$ cat config.mk
export PLATFORM = sky130hd
export DESIGN_NAME = power_button_shutdown_sequencer_flat
export DESIGN_NICKNAME = d
export VERILOG_FILES = /design/src/hdl/pbss_pkg.sv /design/src/hdl/pbss_if.sv /design/src/hdl/pbss_cfg_regs.sv /design/src/hdl/pbss_step.sv /design/src/hdl/power_button_shutdown_sequencer.sv /design/src/flat_wrapper.sv
export SDC_FILE = /design/constraint.sdc
export NUM_CORES = 1
export LEC_CHECK = 0
export ABC_AREA = 0
export BUFFER_PORTS_ARGS = -buffer_cell sky130_fd_sc_hd__buf_2
export CAP_MARGIN = 10
export CORE_MARGIN = 5
export CORE_UTILIZATION = 40
export DETAILED_ROUTE_END_ITERATION = 10
export GPL_TIMING_DRIVEN = 0
export PLACE_DENSITY = 0.66
export SLEW_MARGIN = 10
export SYNTH_ARGS = -nofsm -noshare
export SYNTH_HDL_FRONTEND = slang
export SYNTH_SLANG_ARGS = --single-unit
$ cat constraint.sdc
create_clock -name clk_i -period 5.5 [get_ports clk_i]
set_input_delay 0.55 -clock clk_i [delete_from_list [all_inputs] [get_ports clk_i]]
set_output_delay 0.55 -clock clk_i [all_outputs]
set_load 0.01 [all_outputs]
$ cat src/hdl/pbss_pkg.sv
// ----------------------------------------------------------------------------
// pbss_pkg
// Types, codes and helpers shared by the host power sequencer modules.
// ----------------------------------------------------------------------------
package pbss_pkg;

  localparam int unsigned CfgIdxW  = 8;
  localparam int unsigned CfgDataW = 32;

  typedef enum logic [2:0] {
    KIND_TICK      = 3'd0,
    KIND_REMOTE    = 3'd1,
    KIND_HEARTBEAT = 3'd2,
    KIND_CLEAR     = 3'd3,
    KIND_SET_STATE = 3'd4
  } pbss_kind_e;

  typedef enum logic [2:0] {
    PST_OFF      = 3'd0,
    PST_BOOTING  = 3'd1,
    PST_ACTIVE   = 3'd2,
    PST_SHUTTING = 3'd3,
    PST_SHUTDOWN = 3'd4
  } pbss_pstate_e;

  localparam logic [CfgIdxW-1:0] REG_PRESS_WINDOW = 8'd0;
  localparam logic [CfgIdxW-1:0] REG_HOLD_OFF     = 8'd1;
  localparam logic [CfgIdxW-1:0] REG_HB_TIMEOUT   = 8'd2;
  localparam logic [CfgIdxW-1:0] REG_TICK_MS      = 8'd3;

  localparam logic [15:0] PRESS_WINDOW_RST = 16'd100;
  localparam logic [15:0] HOLD_OFF_RST     = 16'd2000;
  localparam logic [31:0] HB_TIMEOUT_RST   = 32'd3000;
  localparam logic [7:0]  TICK_MS_RST      = 8'd10;

  typedef struct packed {
    logic [2:0]  kind;
    logic        button_pushed;
    logic        host_on;
    logic [31:0] now_ms;
    logic [7:0]  state_code;
  } pbss_item_t;

  typedef struct packed {
    logic [2:0] host_state;
    logic       hold_power;
    logic       host_alive;
    logic       ev_shutdown_requested;
    logic       ev_powered_on;
    logic       ev_shutdown_initiated;
    logic       ev_shutdown_aborted;
    logic       accepted;
  } pbss_result_t;

  typedef struct packed {
    logic [15:0] press_window_ms;
    logic [15:0] hold_off_ms;
    logic [31:0] heartbeat_timeout_ms;
    logic [7:0]  tick_ms;
  } pbss_cfg_t;

  typedef struct packed {
    logic [2:0]  power_state;
    logic [7:0]  press_count;
    logic [15:0] press_timer;
    logic [15:0] hold_timer;
    logic        long_press_done;
    logic        prev_pushed;
    logic [31:0] heartbeat_time;
    logic        heartbeat_seen;
    logic        power_latch;
  } pbss_state_t;

  function automatic logic [15:0] sat_add16(input logic [15:0] a, input logic [7:0] b);
    logic [16:0] s;
    s = {1'b0, a} + {9'd0, b};
    return s[16] ? 16'hFFFF : s[15:0];
  endfunction

endpackage

$ cat src/hdl/pbss_if.sv
// ----------------------------------------------------------------------------
// pbss_if
// Valid/ready channels for items, results and register writes.
// ----------------------------------------------------------------------------
interface pbss_item_if;
  logic        valid;
  logic        ready;
  logic [2:0]  kind;
  logic        button_pushed;
  logic        host_on;
  logic [31:0] now_ms;
  logic [7:0]  state_code;
  modport source (output valid, kind, button_pushed, host_on, now_ms, state_code,
                  input ready);
  modport sink   (input valid, kind, button_pushed, host_on, now_ms, state_code,
                  output ready);
endinterface

interface pbss_result_if;
  logic       valid;
  logic       ready;
  logic [2:0] host_state;
  logic       hold_power;
  logic       host_alive;
  logic       ev_shutdown_requested;
  logic       ev_powered_on;
  logic       ev_shutdown_initiated;
  logic       ev_shutdown_aborted;
  logic       accepted;
  modport source (output valid, host_state, hold_power, host_alive, ev_shutdown_requested,
                  ev_powered_on, ev_shutdown_initiated, ev_shutdown_aborted, accepted,
                  input ready);
  modport sink   (input valid, host_state, hold_power, host_alive, ev_shutdown_requested,
                  ev_powered_on, ev_shutdown_initiated, ev_shutdown_aborted, accepted,
                  output ready);
endinterface

interface pbss_cfg_if;
  logic        valid;
  logic        ready;
  logic [7:0]  index;
  logic [31:0] data;
  modport source (output valid, index, data, input ready);
  modport sink   (input valid, index, data, output ready);
endinterface

$ cat src/hdl/pbss_cfg_regs.sv
// ----------------------------------------------------------------------------
// pbss_cfg_regs
// Register file for the window, hold, heartbeat timeout and tick length.
// ----------------------------------------------------------------------------
module pbss_cfg_regs (
  input  logic                      clk_i,
  input  logic                      rst_ni,
  input  logic                      wr_valid_i,
  output logic                      wr_ready_o,
  input  logic [pbss_pkg::CfgIdxW-1:0]  wr_index_i,
  input  logic [pbss_pkg::CfgDataW-1:0] wr_data_i,
  output pbss_pkg::pbss_cfg_t       cfg_o
);
  import pbss_pkg::*;

  pbss_cfg_t cfg_q;

  assign wr_ready_o = 1'b1;
  assign cfg_o      = cfg_q;

  always_ff @(posedge clk_i or negedge rst_ni) begin
    if (!rst_ni) begin
      cfg_q.press_window_ms      <= PRESS_WINDOW_RST;
      cfg_q.hold_off_ms          <= HOLD_OFF_RST;
      cfg_q.heartbeat_timeout_ms <= HB_TIMEOUT_RST;
      cfg_q.tick_ms              <= TICK_MS_RST;
    end else if (wr_valid_i) begin
      case (wr_index_i)
        REG_PRESS_WINDOW: cfg_q.press_window_ms      <= wr_data_i[15:0];
        REG_HOLD_OFF:     cfg_q.hold_off_ms          <= wr_data_i[15:0];
        REG_HB_TIMEOUT:   cfg_q.heartbeat_timeout_ms <= wr_data_i[31:0];
        REG_TICK_MS:      cfg_q.tick_ms              <= wr_data_i[7:0];
        default: ;
      endcase
    end
  end

endmodule

$ cat src/hdl/pbss_step.sv
// ----------------------------------------------------------------------------
// pbss_step
// Next-state and result logic for one item against the current state.
// ----------------------------------------------------------------------------
module pbss_step (
  input  pbss_pkg::pbss_item_t   item_i,
  input  pbss_pkg::pbss_state_t  state_i,
  input  pbss_pkg::pbss_cfg_t    cfg_i,
  output pbss_pkg::pbss_state_t  state_o,
  output pbss_pkg::pbss_result_t result_o
);
  import pbss_pkg::*;

  logic [31:0] hb_age;
  logic        rise;
  logic        fall;

  assign hb_age = item_i.now_ms - state_i.heartbeat_time;
  assign rise   = item_i.button_pushed & ~state_i.prev_pushed;
  assign fall   = ~item_i.button_pushed & state_i.prev_pushed;

  always_comb begin
    pbss_state_t  s;
    pbss_result_t r;
    s = state_i;
    r = '0;
    case (item_i.kind)
      KIND_TICK: begin
        s.press_timer = sat_add16(s.press_timer, cfg_i.tick_ms);
        if (rise) begin
          if (s.press_count != 8'hFF) s.press_count = s.press_count + 8'd1;
          s.press_timer = '0;
        end
        if (item_i.button_pushed) begin
          s.hold_timer = sat_add16(s.hold_timer, cfg_i.tick_ms);
          if (!s.long_press_done && s.hold_timer >= cfg_i.hold_off_ms) begin
            if (!item_i.host_on) begin
              r.ev_shutdown_requested = 1'b1;
              s.power_state           = PST_SHUTDOWN;
            end else if (s.power_state != PST_SHUTTING) begin
              r.ev_shutdown_requested = 1'b1;
              s.power_state           = PST_SHUTTING;
            end
            s.long_press_done = 1'b1;
          end
        end else if (fall) begin
          s.hold_timer      = '0;
          s.long_press_done = 1'b0;
        end
        case (s.power_state)
          PST_OFF: begin
            if (item_i.host_on) begin
              s.power_state   = PST_ACTIVE;
              r.ev_powered_on = 1'b1;
            end
          end
          PST_BOOTING: begin
            if (!item_i.host_on) begin
              s.power_state = PST_OFF;
            end else begin
              s.power_state   = PST_ACTIVE;
              r.ev_powered_on = 1'b1;
            end
          end
          PST_ACTIVE: begin
            if (!item_i.host_on) begin
              s.power_state = PST_OFF;
            end else begin
              if (s.press_timer > cfg_i.press_window_ms && s.press_count != 8'd0) begin
                r.ev_shutdown_initiated = 1'b1;
                s.press_count           = '0;
                s.press_timer           = '0;
              end
              if (!item_i.button_pushed && s.hold_timer < cfg_i.hold_off_ms &&
                  s.hold_timer != 16'd0) begin
                r.ev_shutdown_aborted = 1'b1;
              end
            end
          end
          PST_SHUTTING: begin
            if (!item_i.host_on) s.power_state = PST_SHUTDOWN;
          end
          default: begin
            s.power_latch = 1'b0;
            if (!item_i.host_on) s.power_state = PST_OFF;
          end
        endcase
        s.prev_pushed = item_i.button_pushed;
      end
      KIND_REMOTE: begin
        if (!item_i.host_on) begin
          r.ev_shutdown_requested = 1'b1;
          s.power_state           = PST_SHUTDOWN;
        end else if (s.power_state != PST_SHUTTING && s.power_state != PST_SHUTDOWN) begin
          r.ev_shutdown_requested = 1'b1;
          s.power_state           = PST_SHUTTING;
        end
      end
      KIND_HEARTBEAT: begin
        s.heartbeat_time = item_i.now_ms;
        s.heartbeat_seen = 1'b1;
        if (item_i.host_on &&
            (s.power_state == PST_OFF || s.power_state == PST_BOOTING)) begin
          s.power_state   = PST_ACTIVE;
          r.ev_powered_on = 1'b1;
        end
      end
      KIND_CLEAR: begin
        if (s.power_state == PST_SHUTTING) begin
          s.power_state         = PST_ACTIVE;
          r.ev_shutdown_aborted = 1'b1;
          r.accepted            = 1'b1;
        end
      end
      KIND_SET_STATE: begin
        if (item_i.state_code <= 8'(PST_SHUTDOWN)) begin
          s.power_state = item_i.state_code[2:0];
          r.accepted    = 1'b1;
        end
      end
      default: ;
    endcase
    // heartbeat in this item stamps now, so its age is zero
    r.host_alive = (item_i.kind == KIND_HEARTBEAT) ||
                   (state_i.heartbeat_seen && hb_age <= cfg_i.heartbeat_timeout_ms);
    r.host_state = s.power_state;
    r.hold_power = s.power_latch;
    state_o      = s;
    result_o     = r;
  end

endmodule

$ cat src/hdl/power_button_shutdown_sequencer.sv
// ----------------------------------------------------------------------------
// power_button_shutdown_sequencer
// Host power sequencer with button, heartbeat and remote shutdown handling.
// ----------------------------------------------------------------------------
// Every accepted item yields exactly one result beat. Items enter an input
// register, the step logic updates the power state from that register and
// loads the result register, so one item is taken per clock. Throughput drops
// only while the result register is held by a stalled sink. Register writes
// are always ready and take effect on the following item.
module power_button_shutdown_sequencer (
  input  logic           clk_i,
  input  logic           rst_ni,
  pbss_item_if.sink      in_i,
  pbss_result_if.source  out_o,
  pbss_cfg_if.sink       cfg_i
);
  import pbss_pkg::*;

  pbss_cfg_t    cfg;
  pbss_item_t   item_q;
  logic         item_valid_q;
  pbss_state_t  state_q;
  pbss_state_t  state_d;
  pbss_result_t res_d;
  pbss_result_t res_q;
  logic         res_valid_q;
  logic         advance;

  pbss_cfg_regs u_cfg (
    .clk_i      (clk_i),
    .rst_ni     (rst_ni),
    .wr_valid_i (cfg_i.valid),
    .wr_ready_o (cfg_i.ready),
    .wr_index_i (cfg_i.index),
    .wr_data_i  (cfg_i.data),
    .cfg_o      (cfg)
  );

  pbss_step u_step (
    .item_i   (item_q),
    .state_i  (state_q),
    .cfg_i    (cfg),
    .state_o  (state_d),
    .result_o (res_d)
  );

  assign advance  = item_valid_q & (~res_valid_q | out_o.ready);
  assign in_i.ready = ~item_valid_q | advance;

  always_ff @(posedge clk_i or negedge rst_ni) begin
    if (!rst_ni) begin
      item_valid_q <= 1'b0;
    end else if (in_i.ready) begin
      item_valid_q <= in_i.valid;
    end
  end

  always_ff @(posedge clk_i) begin
    if (in_i.valid && in_i.ready) begin
      item_q.kind          <= in_i.kind;
      item_q.button_pushed <= in_i.button_pushed;
      item_q.host_on       <= in_i.host_on;
      item_q.now_ms        <= in_i.now_ms;
      item_q.state_code    <= in_i.state_code;
    end
  end

  always_ff @(posedge clk_i or negedge rst_ni) begin
    if (!rst_ni) begin
      state_q.power_state     <= PST_OFF;
      state_q.press_count     <= '0;
      state_q.press_timer     <= '0;
      state_q.hold_timer      <= '0;
      state_q.long_press_done <= 1'b0;
      state_q.prev_pushed     <= 1'b0;
      state_q.heartbeat_time  <= '0;
      state_q.heartbeat_seen  <= 1'b0;
      state_q.power_latch     <= 1'b1;
      res_valid_q             <= 1'b0;
    end else begin
      if (advance) begin
        state_q     <= state_d;
        res_valid_q <= 1'b1;
      end else if (out_o.ready) begin
        res_valid_q <= 1'b0;
      end
    end
  end

  always_ff @(posedge clk_i) begin
    if (advance) res_q <= res_d;
  end

  assign out_o.valid                 = res_valid_q;
  assign out_o.host_state            = res_q.host_state;
  assign out_o.hold_power            = res_q.hold_power;
  assign out_o.host_alive            = res_q.host_alive;
  assign out_o.ev_shutdown_requested = res_q.ev_shutdown_requested;
  assign out_o.ev_powered_on         = res_q.ev_powered_on;
  assign out_o.ev_shutdown_initiated = res_q.ev_shutdown_initiated;
  assign out_o.ev_shutdown_aborted   = res_q.ev_shutdown_aborted;
  assign out_o.accepted              = res_q.accepted;

endmodule

$ cat src/flat_wrapper.sv
// flat-port wrapper written by rule: the top's interface ports become plain ports
module power_button_shutdown_sequencer_flat import pbss_pkg::*;
  (clk_i, rst_ni, in_i_valid, in_i_kind, in_i_button_pushed, in_i_host_on, in_i_now_ms, in_i_state_code, in_i_ready, out_o_valid, out_o_host_state, out_o_hold_power, out_o_host_alive, out_o_ev_shutdown_requested, out_o_ev_powered_on, out_o_ev_shutdown_initiated, out_o_ev_shutdown_aborted, out_o_accepted, out_o_ready, cfg_i_valid, cfg_i_index, cfg_i_data, cfg_i_ready);
  pbss_item_if in_i_i ();
  pbss_result_if out_o_i ();
  pbss_cfg_if cfg_i_i ();
  input  logic clk_i;
  input  logic rst_ni;
  input wire logic [$bits(in_i_i.valid)-1:0] in_i_valid;
  input wire logic [$bits(in_i_i.kind)-1:0] in_i_kind;
  input wire logic [$bits(in_i_i.button_pushed)-1:0] in_i_button_pushed;
  input wire logic [$bits(in_i_i.host_on)-1:0] in_i_host_on;
  input wire logic [$bits(in_i_i.now_ms)-1:0] in_i_now_ms;
  input wire logic [$bits(in_i_i.state_code)-1:0] in_i_state_code;
  output wire logic [$bits(in_i_i.ready)-1:0] in_i_ready;
  output wire logic [$bits(out_o_i.valid)-1:0] out_o_valid;
  output wire logic [$bits(out_o_i.host_state)-1:0] out_o_host_state;
  output wire logic [$bits(out_o_i.hold_power)-1:0] out_o_hold_power;
  output wire logic [$bits(out_o_i.host_alive)-1:0] out_o_host_alive;
  output wire logic [$bits(out_o_i.ev_shutdown_requested)-1:0] out_o_ev_shutdown_requested;
  output wire logic [$bits(out_o_i.ev_powered_on)-1:0] out_o_ev_powered_on;
  output wire logic [$bits(out_o_i.ev_shutdown_initiated)-1:0] out_o_ev_shutdown_initiated;
  output wire logic [$bits(out_o_i.ev_shutdown_aborted)-1:0] out_o_ev_shutdown_aborted;
  output wire logic [$bits(out_o_i.accepted)-1:0] out_o_accepted;
  input wire logic [$bits(out_o_i.ready)-1:0] out_o_ready;
  input wire logic [$bits(cfg_i_i.valid)-1:0] cfg_i_valid;
  input wire logic [$bits(cfg_i_i.index)-1:0] cfg_i_index;
  input wire logic [$bits(cfg_i_i.data)-1:0] cfg_i_data;
  output wire logic [$bits(cfg_i_i.ready)-1:0] cfg_i_ready;
  assign in_i_i.valid = in_i_valid;
  assign in_i_i.kind = in_i_kind;
  assign in_i_i.button_pushed = in_i_button_pushed;
  assign in_i_i.host_on = in_i_host_on;
  assign in_i_i.now_ms = in_i_now_ms;
  assign in_i_i.state_code = in_i_state_code;
  assign in_i_ready = in_i_i.ready;
  assign out_o_valid = out_o_i.valid;
  assign out_o_host_state = out_o_i.host_state;
  assign out_o_hold_power = out_o_i.hold_power;
  assign out_o_host_alive = out_o_i.host_alive;
  assign out_o_ev_shutdown_requested = out_o_i.ev_shutdown_requested;
  assign out_o_ev_powered_on = out_o_i.ev_powered_on;
  assign out_o_ev_shutdown_initiated = out_o_i.ev_shutdown_initiated;
  assign out_o_ev_shutdown_aborted = out_o_i.ev_shutdown_aborted;
  assign out_o_accepted = out_o_i.accepted;
  assign out_o_i.ready = out_o_ready;
  assign cfg_i_i.valid = cfg_i_valid;
  assign cfg_i_i.index = cfg_i_index;
  assign cfg_i_i.data = cfg_i_data;
  assign cfg_i_ready = cfg_i_i.ready;
  power_button_shutdown_sequencer u_core (.clk_i(clk_i), .rst_ni(rst_ni), .in_i(in_i_i), .out_o(out_o_i), .cfg_i(cfg_i_i));
endmodule
After elaboration in Yosys (flattened, before gate mapping)
Index checks and enable logic that the tools add are counted.
Widths: inputs -> output; s select.
{"block": "classes", "add_sub_neg": 4, "n_lt_le_gt_ge": 5, "eq_ne": 17, "mux": 51, "bitwise": 9, "reduce_logical": 29}
{"cell": "$mux 24", "n": 5}
{"cell": "$mux 17", "n": 3}
{"cell": "$mux 3", "n": 13}
{"cell": "$add 16x8->17", "n": 2}
{"cell": "$le 32x32->1", "n": 1}
{"cell": "$mux 16", "n": 2}
{"cell": "$sub 32x32->32", "n": 1}
{"cell": "$mux 1", "n": 19}
{"cell": "$eq 8x2->1 const B", "n": 2}
{"cell": "$ge 16x16->1", "n": 1}
{"cell": "$gt 16x16->1", "n": 1}
{"cell": "$lt 16x16->1", "n": 1}
{"cell": "$reduce_bool 16->1", "n": 1}
{"cell": "$eq 3x2->1 const B", "n": 5}
{"cell": "$pmux 3 s5", "n": 1}
{"cell": "$reduce_and 2->1", "n": 6}
{"cell": "$eq 3x1->1 const B", "n": 3}
{"cell": "$logic_not 3->1", "n": 3}
{"cell": "$pmux 3 s3", "n": 1}
{"cell": "$add 8x1->8 const B", "n": 1}
{"cell": "$eq 8x1->1 const B", "n": 1}
{"cell": "$le 8x3->1 const B", "n": 1}
{"cell": "$logic_and 1x1->1", "n": 8}
{"cell": "$logic_not 8->1", "n": 1}
{"cell": "other kinds (18)", "n": 32}
{"block": "totals", "ff_bits": 208}

Depth between registers and ports, before layout
Gate-level depths: netlist of the first run.
{"block": "depth", "word_depth": 14, "depth_mapped": 24, "ltp_nobuf": 23}

Cells and area by module
From an unflattened synthesis of the first run, not the netlist that was laid out.
{"block": "hier_totals", "hier_cells": 1421, "hier_area_um2": 14188.6}
{"mod": "pbss_step", "instances": 1, "cells_each": 1033, "area_per_inst_um2": 6670.1, "seq_area_each_um2": 0.0}
{"mod": "power_button_shutdown_sequencer", "instances": 1, "cells_each": 230, "area_per_inst_um2": 4714.5, "seq_area_each_um2": 3679.8}
{"mod": "pbss_cfg_regs", "instances": 1, "cells_each": 158, "area_per_inst_um2": 2803.9, "seq_area_each_um2": 1824.2}

Worst setup path before layout of the first run
No wires, ideal clock.
{"block": "synth_timing", "path_type": "register -> register", "startpoint": "register u_core.u_cfg.cfg_q, in the netlist u_core.u_cfg.cfg_o[1]", "endpoint": "register u_core.res_q, in the netlist u_core.out_o.ev_shutdown_initiated (data pin)", "t_arrival_ns": 4.133, "required_ns": 5.245, "slack_ns": 1.112, "stages_incl_launch_ff": 23, "n_path_buf": 2, "period_less_slack_ns": 4.388, "path_cell_list": "dfstp_2 > inv_1 > fa_1 > nor2b_1 > o21ai_1 > a21oi_1 > o21ai_0 > a211oi_2 > nand3_1 > nand2_1 > nand2_1 > nor2_1 > ha_1 > a21o_1 > a21o_1 > a21o_1 > a21o_1 > a211oi_1 > o211ai_1 > and3_1 > buf_4 > buf_2 > and2_1"}
{"block": "synth_between", "elab_chain_len": 9, "word_cells_on_any_way": 16}
{"item": "start, declared", "line_no": "pbss_cfg_regs.sv:16", "text": "pbss_cfg_t cfg_q;"}
{"item": "$add 16x8->17", "line_no": "pbss_pkg.sv:76", "text": "s = {1'b0, a} + {9'd0, b};"}
{"item": "$mux 16", "line_no": "pbss_pkg.sv:77", "text": "return s[16] ? 16'hFFFF : s[15:0];"}
{"item": "$ge 16x16->1", "line_no": "pbss_step.sv:36", "text": "if (!s.long_press_done && s.hold_timer >= cfg_i.hold_off_ms) begin"}
{"item": "$logic_and 1x1->1", "line_no": "pbss_step.sv:36"}
{"item": "$mux 3", "line_no": "pbss_step.sv:36"}
{"item": "$mux 3", "line_no": "pbss_step.sv:34", "text": "if (item_i.button_pushed) begin"}
{"item": "$mux 3", "line_no": "pbss_step.sv:27", "text": "case (item_i.kind)"}
{"item": "$eq 3x2->1", "line_no": "pbss_step.sv:50", "text": "case (s.power_state)"}
{"item": "$reduce_and 3->1 (no line)"}
{"item": "end signal, assigned", "line_no": "power_button_shutdown_sequencer.sv:91", "text": "if (advance) res_q <= res_d;"}
{"item": "end, declared", "line_no": "power_button_shutdown_sequencer.sv:25", "text": "pbss_result_t res_q;"}
Several ways; a longest one is shown, not always the timed one. The select of a mux whose other input is x is not followed.
A chain may end at the register's enable or synchronous reset.

Final worst setup path of the first run
{"block": "layout_timing", "startpoint": "register u_core.u_cfg.cfg_q, in the netlist u_core.u_cfg.cfg_o[0]", "endpoint": "register u_core.state_q[67] in the netlist's numbering"}
{"block": "layout_between", "elab_chain_len": 9, "word_cells_on_any_way": 17}
{"item": "$add 16x8->17", "line_no": "pbss_pkg.sv:76"}
{"item": "$mux 16", "line_no": "pbss_pkg.sv:77"}
{"item": "$ge 16x16->1 / $mux 24 (equally long branches)", "line_no": "pbss_step.sv:36, pbss_step.sv:30"}
{"item": "$logic_and 1x1->1 / $mux 24 (equally long branches)", "line_no": "pbss_step.sv:36, pbss_step.sv:27"}
{"item": "$mux 3 / $gt 16x16->1 (equally long branches)", "line_no": "pbss_step.sv:36, pbss_step.sv:69"}
{"item": "$mux 3 / $logic_and 1x1->1 (equally long branches)", "line_no": "pbss_step.sv:34, pbss_step.sv:69"}
{"item": "$mux 3 / $mux 24 (equally long branches)", "line_no": "pbss_step.sv:27, pbss_step.sv:69"}
{"item": "$eq 3x2->1 / $mux 24 (equally long branches)", "line_no": "pbss_step.sv:50, pbss_step.sv:66"}
{"item": "$mux 24 *", "line_no": "pbss_step.sv:50"}
{"item": "end signal, assigned", "line_no": "power_button_shutdown_sequencer.sv:82", "text": "state_q <= state_d;"}
{"item": "end, declared", "line_no": "power_button_shutdown_sequencer.sv:22", "text": "pbss_state_t state_q;"}
Every way passes the cells marked *; elsewhere a longest branch is shown, timed or not. The select of a mux whose other input is x is not followed.

==> implementation parameters, run 1 <==
Parameter                              Value

Run status
  Outcome    complete, no violations

Die
  Row cnt    between 60 and 70
  Area inside the core boundary    32500 um2
  Vert. Die Dim    about 190 um
  Floorplan die area    approximately 36000 um2
  Initial Util    40.4%
  IO Pins    103
  Die W    about 190 um

Global route
  Number of global-route vias before repair    10100
  Maximum number of pins on one net before global-route repair    111
  Overall track demand over capacity in global routing    17.5%
  Number of antenna violations at the first check in global routing    0
  Total global routing overflow    0
  Global-route wire length before repair    between 50000 and 60000 um

Route
  Residual DRC count    0
  WL met3    1160 um
  Highest routing layer actually used    met4
  Met2 wire length    16200 um
  Total vias in the final route    10100
  WL final    about 32000 um
  Wire length per cell after detailed routing    16.7 um
  TritonRoute pass-1 iters    5
  Average vias per placed instance    5.29
  Detailed Route Iter0 Violations    ~510
  Remaining antenna violation count    0
  Met1 wire length    13600 um

STA
  Fin crit share    91.2%
  Max Fclk    199 MHz
  Post-Route Setup TNS    0 ns
  Transition at the pin with the smallest max-transition slack    1.21 ns
  Number of setup violations in the final report    0
  Relative slew slack    18.5%
  Final hold vios    0
  Max Transition Viols Final    0
  RSZ-0062 raised after global routing    no
  Clock skew    roughly 0.018 ns
  Time the final worst path needs with I/O delays and setup    between 5 and 6 ns

Setup path
  Worst reg2reg startpoint    u_core.u_cfg.cfg_o[0]$_DFFE_PN0P_
  CP Launch Type    flip-flop
  Worst Path Class, Setup    reg2reg
  Type of element capturing the critical path    flip-flop
  Arrival @ worst endpoint    5.40 ns
  Most frequent cell on the critical path    a21o_1
  Crit-path slowest cell    dfrtp_1
  Crit path buf inv count    3
  Worst reg2reg path depth    23
  CP peak stage delay    0.44 ns
  Cell family with the largest share of critical-path delay    compound AO/OA/AOI/OAI gates
  Worst path cell trace    ha_1 > inv_1 > fa_1 > nor2b_1 > o21ai_1 > a21oi_1 > o21ai_0 > a211oi_2 > nand3_2 > nand2_1 > nand2_1 > nor2_1 > ha_1 > a21o_1 > a21o_1 > a21o_1 > a21o_1 > a211oi_1 > o211ai_1 > and3_1 > buf_4 > buf_2 > o41ai_1
  Critical path fanouts, max    10
  Reg-to-reg setup timing slack    0.49 ns
  Critical R2R Capture    u_core.state_q[67]$_DFFE_PN0P_
  Required arrival time at the worst endpoint    5.89 ns

Clock network
  TritonCTS Buffers    24
  Worst-Skew Late Latency    0.53 ns
  Clock Root Buffer    clkbuf_16
  H-Tree Level Count    1
  Sink Count    208
  Deepest clock path buffer count    3
  CTS tree    built
  Clock-pin slew on the worst setup and hold paths    0.07 ns

Flow run
  Number of max-cap violations    0

Pwr
  Proportion of power drawn by combinational gates    between 30% and 40%
  Relative contribution of the clock network to total power    30.1%
  Switching part of the total    around a third
  Portion of total power attributed to sequential cells    36.0%
  VDD IR-drop max    0.000284 V
  Power Dens Cells    349 nW/um2
  Reported net switching power    0.00176 W
  Leakage power    6.94 nW
  Internal    around 0.0035 W

Synthesis
  Register area share after synthesis    42.0%
  Syn nets    1545
  Number of warning messages in the yosys log    0
  Dominant cell by count in the synthesized netlist    nand2_1
  #FFs+latches synth    208
  Top cell type's share of synthesized area    25.6%
  Netlist area before placement    13100 um2
  Commonest register cell after synthesis    dfrtp_1
  Most common library cells after synthesis    148 x nand2_1, 134 x dfrtp_1, 127 x ha_1
  Number of unique standard cell types used by synthesis    80
  Number of enable-type register cells in the synthesized netlist    55
  Async set or reset register ratio after synthesis    73.6%
  Post-synthesis cell count    1325
  Post-Synthesis Mean Instance Area    around 9.9 um2
  Cell types occupying the most area after synthesis    dfrtp_1 26%, edfxtp_1 13%, ha_1 12%
  Cell type with the largest total area after synthesis    dfrtp_1

Hold path
  Worst hold stages    1
  HP Class    in2reg
  Min-Delay Startpoint    in_i_now_ms[9]
  Hold path endpoint    u_core.item_q[17]$_DFFE_PP_

Final layout
  Area Growth Syn to Fin    14.7%
  Number of nets at the end of the flow    between 1500 and 2000
  Fraction of final layout cells with drive strength greater than 1    19.4%
  Antenna diodes    0
  Count of placed standard cells in the final layout, fillers left out    1916
  Fin area    15000 um2
  Final Core Density    46.3%

Placement
  Placed cells    1870
  Port bufs    around 100
  Standard cell area after detailed placement    ~14000 um2
  Post-DP HPWL    24500 um
  Placer Congestion    0.885
## power by group through the flow
stage / Sequential (W) / Combinational (W) / Clock, W
after floorplan: 0.00189 / 0.00133 / 0
after global placement: 0.00191 / 0.00171 / 0
after detailed placement: 0.00192 / 0.00176 / 0
after CTS: 0.00189 / 0.00178 / 0.00162
after global routing: 0.00191 / 0.00202 / 0.00169
final: 0.00189 / 0.00177 / 0.00158
## per-stage QoR
stage | total power [W] | setup WS, ns | hold WS, ns
after detailed placement | 0.00368 | 0.330 | 0.468
final | 0.00524 | 0.485 | 0.192
after global placement | 0.00362 | 0.351 | 0.465
after floorplan | 0.00322 | 1.11 | 0.254
after CTS | 0.00528 | 0.271 | 0.170
after global routing | 0.00562 | 0.0809 | 0.175
## how the worst max path moves through the flow
stage	depth (start not counted)	to	startpoint
after floorplan	22	u_core.out_o.ev_shutdown_initiated$_SDFFCE_PN0P_	u_core.u_cfg.cfg_o[1]$_DFFE_PN1P_
after global placement	18	u_core.out_o.ev_shutdown_initiated$_SDFFCE_PN0P_	u_core.u_cfg.cfg_o[0]$_DFFE_PN0P_
after detailed placement	18	u_core.out_o.ev_shutdown_initiated$_SDFFCE_PN0P_	u_core.u_cfg.cfg_o[0]$_DFFE_PN0P_
after CTS	23	u_core.state_q[67]$_DFFE_PN0P_	u_core.u_cfg.cfg_o[0]$_DFFE_PN0P_
after global routing	23	u_core.state_q[67]$_DFFE_PN0P_	u_core.u_cfg.cfg_o[0]$_DFFE_PN0P_
final	23	u_core.state_q[67]$_DFFE_PN0P_	u_core.u_cfg.cfg_o[0]$_DFFE_PN0P_
## state kept, by name, indices dropped and copies added (netlist names), 3 cells and up
register	flops
u_core.item_q	45
u_core.out_o.host_state	3
u_core.state_q	79
u_core.u_cfg.cfg_o	72
## worst reg2reg max path, cell delays in order, from the launching register on
cell and delay [ns]:
dfrtp_1 0.44, ha_1 0.21, inv_1 0.06, fa_1 0.40, nor2b_1 0.13, o21ai_1 0.09
a21oi_1 0.19, o21ai_0 0.21, a211oi_2 0.33, nand3_2 0.19, nand2_1 0.16, nand2_1 0.09
nor2_1 0.13, ha_1 0.27, a21o_1 0.18, a21o_1 0.16, a21o_1 0.17, a21o_1 0.17
a211oi_1 0.22, o211ai_1 0.19, and3_1 0.21, buf_4 0.15, buf_2 0.20, o41ai_1 0.33
## what timing repair did
| item | in CTS | in global routing |
|---|---|---|
| buffers inserted | 0 | 1 |
| endpoints found under the setup margin | 0 | 23 |
| resized for setup | 0 | 2 |
| hold endpoints to repair | 43 | 0 |
| hold buffers | 1 | 0 |
## metal layers
layer  GRT usage, %  vias to the layer above
li1               -                     5032
met1           22.1                     4836
met2           31.3                      197
met3           1.86                       62
met4           5.83                        0
met5              0                        -
## cells in the final DEF, fill, tap and decap left out, drive strengths merged, types with 14 or more instances in the layout
master	count
o21a	15
dfrtp	134
and3	14
nor2	68
nor2b	19
dfstp	19
a31oi	17
clkbuf	58
nor3	14
nand4	20
xnor2	24
ha	127
buf	114
nand2	148
nand3	22
edfxtp	55
o21ai	71
a21oi	86
inv	125
nand2b	21
a21o	36
xor2	18
mux2	92
## cell type report
type	instances	area [um2]
Tap cell	442	553
Sequential cell	208	5500
Clock buffer	30	666
Inverter	123	462
Fill cell	3065	17400
Clock inverter	14	119
Timing Repair Buffer	105	581
Buffer	38	166
Multi-Input combinational cell	956	6990
## kinds of logic after synthesis
logic type	after synthesis	share of synthesized area, %
flip-flops	208	42.0
adder cells (fa/ha/maj)	130	12.6
XOR/XNOR	42	2.81
AO/OA/AOI/OAI	322	16.3
multiplexers	93	7.98
other	1	0.0286
buffers and inverters	161	4.79
AND/OR/NAND/NOR	368	13.5
No activity file was read; power rests on OpenSTA's default activity.
==> inputs of run 2 (changes only) <==
Settings changed: MAX_ROUTING_LAYER from default to met4, SYNTH_HIERARCHICAL from default to 1.
Clock period 5.5 ns to 5.6 ns, I/O delays scaled along.
==> run 2 against run 1 <==
Hold slack lost 0.00079 ns. Clock skew down 0.0084 ns. Final cell count is 6.2% higher. Non-clock buffer count is 17 higher. Critical endpoint is now u_core/state_q[74]$_DFFE_PN0P_. Design area increased by 7.6%. Combinational power is 46% higher. Worst setup slack got worse by 0.13 ns. Total power up 16%. Largest power group is now combinational logic. Global-route usage increased by 1.3 points. Sequential share of layout area decreased by 2.6 points. Via count is 8.6% higher.
==> implementation parameters, run 2 <==
Parameter                              Value

Route
  Residual DRC count    0 (unchanged)
  WL final    36100 um (+13%)
  Average vias per placed instance    5.41 (+2.3%)
  Wire length per cell after detailed routing    17.7 um (+6.2%)
  Detailed Route Iter0 Violations    518 (+1.2%)
  TritonRoute pass-1 iters    5 (unchanged)
  Remaining antenna violation count    0 (unchanged)
  Total vias in the final route    11000 (+8.6%)

Clock network
  Deepest clock path buffer count    3 (unchanged)
  Setup fix buffers added after clock tree synthesis    0 (unchanged)
  H-Tree Level Count    1 (unchanged)
  Worst-Skew Late Latency    0.54 ns (about the same)
  CTS tree    built
  TritonCTS Buffers    25 (+4.2%)
  Clock-pin slew on the worst setup and hold paths    0.06 ns (about the same)
  Clock Root Buffer    clkbuf_16
  Sink Count    208 (unchanged)

Global route
  Global-route wire length before repair    58400 um (+12%)
  Maximum number of pins on one net before global-route repair    104 (-6.3%)
  Overall track demand over capacity in global routing    18.8% (+1.3 points)
  Total global routing overflow    0 (unchanged)
  Number of global-route vias before repair    11100 (+9.9%)
  Number of antenna violations at the first check in global routing    0 (unchanged)

Setup path
  Arrival @ worst endpoint    5.67 ns (+0.27 ns)
  Worst reg2reg startpoint    u_core/state_q[36]$_DFFE_PN0P_
  Worst reg2reg path depth    21 (-8.7%)
  Reg-to-reg setup timing slack    0.35 ns (-0.13 ns)
  Critical path fanouts, max    10 (unchanged)
  Critical R2R Capture    u_core/state_q[74]$_DFFE_PN0P_
  CP Launch Type    flip-flop
  Type of element capturing the critical path    flip-flop
  Worst Path Class, Setup    reg2reg
  Required arrival time at the worst endpoint    6.02 ns (+0.13 ns)
  Start point of the critical path    u_core/state_q[36]$_DFFE_PN0P_

STA
  Post-Route Setup TNS    0 ns (unchanged)
  Transition at the pin with the smallest max-transition slack    1.08 ns (-0.136 ns)
  Clock skew    0.00939 ns (-0.00844 ns)
  Fin crit share    93.7% (+2.6 points)
  Max Fclk    190 MHz (-4.5%)
  Number of setup violations in the final report    0 (unchanged)
  Time the final worst path needs with I/O delays and setup    5.25 ns (+0.235 ns)
  Max Transition Viols Final    0 (unchanged)
  Final hold vios    0 (unchanged)
  Relative slew slack    27.3% (+8.7 points)
  Setup slack after layout    0.350 ns (-0.135 ns)
  RSZ-0062 raised after global routing    no

Synthesis
  #FFs+latches synth    208 (unchanged)
  Syn nets    1641 (+6.2%)
  Number of warning messages in the yosys log    6 (+6)
  Commonest register cell after synthesis    dfrtp_1
  Number of unique standard cell types used by synthesis    92 (+15%)
  Dominant cell by count in the synthesized netlist    mux2_2
  Register area share after synthesis    38.8% (-3.2 points)
  Most common library cells after synthesis    154 x mux2_2, 134 x dfrtp_1, 130 x nand2_1
  Number of enable-type register cells in the synthesized netlist    55 (unchanged)
  Cell type with the largest total area after synthesis    dfrtp_1
  Post-Synthesis Mean Instance Area    9.98 um2 (+0.92%)
  Cell types occupying the most area after synthesis    dfrtp_1 24%, mux2_2 12%, edfxtp_1 12%
  Post-synthesis cell count    1421 (+7.2%)
  Async set or reset register ratio after synthesis    73.6% (unchanged)
  Netlist area before placement    14200 um2 (+8.2%)
  Top cell type's share of synthesized area    23.6% (-1.9 points)

Final layout
  Most frequent standard cell in the layout excluding fill and tap cells    mux2_2
  Commonest non-fill, non-tap cells in the layout    154 x mux2_2, 134 x dfrtp_1, 129 x nand2_1
  Flip-flop count of the largest register, all copies and words added    79 (unchanged)
  Count of filler cells inserted in the layout    3322 (+8.4%)
  Fin area    16200 um2 (+7.6%)
  Area Growth Syn to Fin    14.1%
  Final Core Density    45.8% (-0.50 points)
  Largest register by flop count    u_core/state_q
  Number of nets at the end of the flow    1772 (+5.7%)
  Fraction of final layout cells with drive strength greater than 1    24.9% (+5.5 points)

Die
  Row cnt    69 (+4.5%)
  Initial Util    40.2% (-0.21 points)
  IO Pins    103 (unchanged)
  Floorplan die area    39300 um2 (+7.8%)
  Die W    198 um (+3.8%)
  Area inside the core boundary    35300 um2 (+8.8%)
  Vert. Die Dim    198 um (+3.8%)

Pwr
  Leakage power    7.37 nW (+6.2%)
  Power Dens Cells    377 nW/um2 (+8.1%)
  VDD IR-drop max    0.000276 V (-3.0%)

Placement
  Port bufs    101 (unchanged)
  Post-Place Setup Slack    0.262 ns (-0.0675 ns)
  Standard cell area after detailed placement    15300 um2 (+7.8%)
  Placer Congestion    0.913 (+3.2%)
  Post-DP HPWL    27700 um (+13%)

Hold path
  Hold path endpoint    u_core/item_q[42]$_DFFE_PP_
  HP Class    in2reg
  Worst hold stages    1 (unchanged)
  Min-Delay Startpoint    in_i_kind[0]

Run status
  Outcome    complete, no violations

Flow run
  Number of max-cap violations    0 (unchanged)
run 2: cell count changes after synthesis, sizes merged, moves of 6 or more:
cell    change
clkbuf      -8
mux2       +63
o21ai      +28
a21o        -7
nor2b       -7
xor2        -9
nand2      -17
inv         +7
nand3       +6
buf        +26
o41ai       -7
xnor2       +9
nor3       +11
run 2: kinds of logic after synthesis:
group,count (synthesis),synth area share (%)
and+or+nand+nor,360,13.2
buffers and inverters,186,6.07
other,1,0.0264
xor gates and xnor gates,42,2.59
adders and majority gates,130,11.6
muxes,159,12.6
DFF,208,38.8
AOI/OAI and AO/OA,335,15.1
run 2: worst max-delay path by stage:
stage | slack (ns) | cells after the start | endpoint
detailed placement | 0.26 | 19 | u_core/state_q[65]$_DFFE_PN0P_
global placement | 0.30 | 21 | u_core/state_q[65]$_DFFE_PN0P_
floorplan | 0.97 | 20 | u_core/state_q[62]$_DFFE_PN0P_
finish | 0.35 | 21 | u_core/state_q[74]$_DFFE_PN0P_
CTS | 0.20 | 21 | u_core/state_q[54]$_DFFE_PN0P_
global route | 0.04 | 20 | u_core/state_q[60]$_DFFE_PN0P_
run 2: routing by layer:
layer	vias to the layer above	share of wire (%)	global-route usage, %
met3	72	3.8	1.99
met4	0	2.9	5.00
li1	5356	-	-
met1	5332	45	24.5
met2	235	49	31.5
met5	-	0	-
run 2: final cells by class:
cell class / instances / area (um2) / share of cell area [%]
Antenna cell: 2 / 5.00 / 0.0309
Sequential cell: 208 / 5500 / 34.0
Timing Repair Buffer: 104 / 573 / 3.54
Clock buffer: 35 / 704 / 4.35
Multi-Input combinational cell: 1027 / 7850 / 48.5
Inverter: 130 / 488 / 3.02
Buffer: 56 / 373 / 2.30
Clock inverter: 11 / 111 / 0.688
Tap cell: 461 / 577 / 3.56
run 2: through the flow:
stage          total power [W]  hold WS, ns  std cells
6_report               0.00610        0.191       2034
3_3_place_gp           0.00445        0.485       1983
4_1_cts                0.00615        0.163       2032
3_5_place_dp           0.00453        0.493       1985
2_1_floorplan          0.00390        0.264       1421
5_1_grt                0.00659        0.171       2032
run 2: power by group:
group | leakage (nW) | internal, W | switching (W)
registers | 2.51 | 0.00179 | 0.000135
clock network | 0.395 | 0.000934 | 0.000654
logic | 4.47 | 0.00118 | 0.00141
run 2: critical path: stages (launching register included):
cell       delay (ns)
dfrtp_1          0.42
ha_1             0.27
fa_1             0.45
a211oi_2         0.27
o21bai_2         0.13
a2111oi_4        0.47
or3_1            0.19
buf_6            0.14
buf_6            0.16
nand2_1          0.07
ha_1             0.28
a21o_1           0.18
a211o_1          0.33
a211oi_1         0.22
o311a_1          0.34
nor4_4           0.12
a211o_1          0.24
buf_2            0.19
buf_4            0.20
o31ai_1          0.08
a21oi_1          0.10
mux2_2           0.28
run 2: what timing repair did:
action	CTS	global route
hold buffers	1	0
setup endpoints to repair	0	14
endpoints found under the hold margin	47	0
gates resized for setup	0	5
==> inputs of run 3 (changes only) <==
Settings changed: GPL_TIMING_DRIVEN 0 to 1.
==> run 3 against run 2 <==
Design area decreased by 2.7%. Final cell count decreased by 2.4%. Non-clock buffer count decreased by 45. Clock skew increased by 0.013 ns. Critical path depth decreased by 3. Highest routed layer unchanged. Clock power decreased by 9%. Die area unchanged. Combinational power decreased by 3%.
==> implementation parameters, run 3 (synthesized netlist as in run 2, its figures left out) <==
Parameter                              Value

Run status
  Outcome    complete, no violations

Pwr
  Power Dens Cells    375 nW/um2 (-0.41%)
  VDD IR-drop max    0.000305 V (+11%)
  Leakage power    7.17 nW (-2.8%)

STA
  Final hold vios    0 (unchanged)
  Fin crit share    92.0% (-1.7 points)
  Max Transition Viols Final    0 (unchanged)
  Transition at the pin with the smallest max-transition slack    1.11 ns (+0.0376 ns)
  Post-Route Setup TNS    0 ns (unchanged)
  Max Fclk    194 MHz (+1.9%)
  RSZ-0062 raised after global routing    no
  Number of setup violations in the final report    0 (unchanged)
  Relative slew slack    25.8% (-1.5 points)
  Clock skew    0.0227 ns (+0.0134 ns)
  Time the final worst path needs with I/O delays and setup    5.15 ns (-0.0968 ns)

Setup path
  Worst path cell trace    ha_1 > fa_1 > a211oi_2 > o21bai_2 > a2111oi_4 > nor2_1 > a31oi_1 > a41oi_1 > ha_1 > a21o_1 > a211o_1 > a211oi_1 > o311a_1 > nor4_4 > a211o_2 > nand2_1 > o31ai_1 > mux2_2
  Crit-path slowest cell    a2111oi_4
  CP Launch Type    flip-flop
  CP peak stage delay    0.48 ns (about the same)
  Arrival @ worst endpoint    5.58 ns (-0.09 ns)
  Reg-to-reg setup timing slack    0.45 ns (+0.10 ns)
  Required arrival time at the worst endpoint    6.02 ns (about the same)
  Worst Path Class, Setup    reg2reg
  Type of element capturing the critical path    flip-flop
  Cell family with the largest share of critical-path delay    compound AO/OA/AOI/OAI gates
  Most frequent cell on the critical path    ha_1
  Critical path fanouts, max    15 (+5)
  Crit path buf inv count    0 (-4)

Final layout
  Antenna diodes    0 (-2)
  Commonest non-fill, non-tap cells in the layout    154 x mux2_2, 134 x dfrtp_1, 130 x nand2_1
  Number of nets at the end of the flow    1726 (-2.6%)
  Final Core Density    44.6% (-1.2 points)
  Largest register by flop count    u_core/state_q
  Area Growth Syn to Fin    11.0%
  Count of filler cells inserted in the layout    3343 (+0.63%)
  Most frequent standard cell in the layout excluding fill and tap cells    mux2_2
  Flip-flop count of the largest register, all copies and words added    79 (unchanged)
  Fraction of final layout cells with drive strength greater than 1    24.0% (-0.94 points)

Placement
  Placer Congestion    0.925 (+1.3%)
  Post-DP HPWL    26100 um (-5.9%)
  Port bufs    101 (unchanged)

Clock network
  Sink Count    208 (unchanged)
  Deepest clock path buffer count    3 (unchanged)
  TritonCTS Buffers    24 (-4.0%)
  Worst-Skew Late Latency    0.55 ns (about the same)
  CTS tree    built
  Clock Root Buffer    clkbuf_16
  Clock-pin slew on the worst setup and hold paths    0.06 ns (about the same)
  H-Tree Level Count    1 (unchanged)

Die
  Initial Util    40.2% (unchanged)
  Area inside the core boundary    35300 um2 (unchanged)
  IO Pins    103 (unchanged)
  Floorplan die area    39300 um2 (unchanged)
  Die W    198 um (unchanged)
  Row cnt    69 (unchanged)
  Vert. Die Dim    198 um (unchanged)

Route
  Remaining antenna violation count    0 (unchanged)
  WL final    34700 um (-3.9%)
  Average vias per placed instance    5.42 (+0.21%)
  Residual DRC count    0 (unchanged)
  Total vias in the final route    10800 (-2.2%)
  Wire length per cell after detailed routing    17.5 um (-1.5%)
  Detailed Route Iter0 Violations    582 (+12%)
  TritonRoute pass-1 iters    5 (unchanged)

Hold path
  HP Class    in2async

Global route
  Global-route wire length before repair    56300 um (-3.6%)
  Overall track demand over capacity in global routing    18.1% (-0.68 points)
  Maximum number of pins on one net before global-route repair    66 (-37%)
  Number of global-route vias before repair    10800 (-2.7%)
  Number of antenna violations at the first check in global routing    1 (+1)
  Total global routing overflow    0 (unchanged)

Flow run
  Number of max-cap violations    0 (unchanged)
run 3: cell type report:
cell class / instances / area (um2) / share of cell area (%)
inverter: 130 / 488 / 3.10
multi-input combinational: 1027 / 7840 / 49.8
sequential: 208 / 5500 / 34.9
clock inverter: 14 / 106 / 0.675
tap: 461 / 577 / 3.66
clock buffer: 30 / 623 / 3.96
timing repair buffer: 115 / 617 / 3.92
run 3: report_power, final:
| part | total (W) | internal [W] | switching (W) | leakage (nW) |
|---|---|---|---|---|
| Clock | 0.00145 | 0.000800 | 0.000646 | 0.349 |
| Combinational | 0.00251 | 0.00116 | 0.00136 | 4.31 |
| Sequential | 0.00195 | 0.00179 | 0.000167 | 2.51 |
run 3: path summary, 6_finish.rpt:
check	endpoint	start	depth (start not counted)
max	u_core/state_q[65]$_DFFE_PN0P_	u_core/u_cfg/cfg_o[0]$_DFFE_PN0P_	18
min	u_core/state_q[39]$_DFFE_PN0P_	rst_ni	1
max reg2reg	u_core/state_q[65]$_DFFE_PN0P_	u_core/u_cfg/cfg_o[0]$_DFFE_PN0P_	18
min reg2reg	u_core/state_q[15]$_DFFE_PN0P_	u_core/state_q[15]$_DFFE_PN0P_	1
max in group asynchronous	u_core/u_cfg/cfg_o[7]$_DFFE_PN0P_	rst_ni	2
min in group clk_i	u_core/item_q[3]$_DFFE_PP_	in_i_state_code[3]	1
run 3: what timing repair did:
item | in CTS | in global routing
resized for setup | 0 | 1
endpoints found under the setup margin | 0 | 6
setup buffers | 0 | 0
hold buffers | 0 | 0
run 3: layer usage:
layer	up-vias	routed length [um]	GRT usage, %
li1	5270	-	-
met1	5213	15100	22.8
met2	216	17000	30.6
met3	54	1360	2.52
met4	0	1150	5.41
met5	-	0	-
run 3: per-stage QoR:
stage	cell area, um2	worst slack, ns	total power (W)	hold slack, ns	instances
global route	15800	0.160	0.00642	0.0343	1985
finish	15800	0.447	0.00591	0.00768	1985
global placement	15000	0.440	0.00442	0.486	1941
CTS	15800	0.294	0.00600	0.00403	1985
floorplan	14200	0.966	0.00390	0.264	1421
detailed placement	15000	0.309	0.00450	0.493	1941
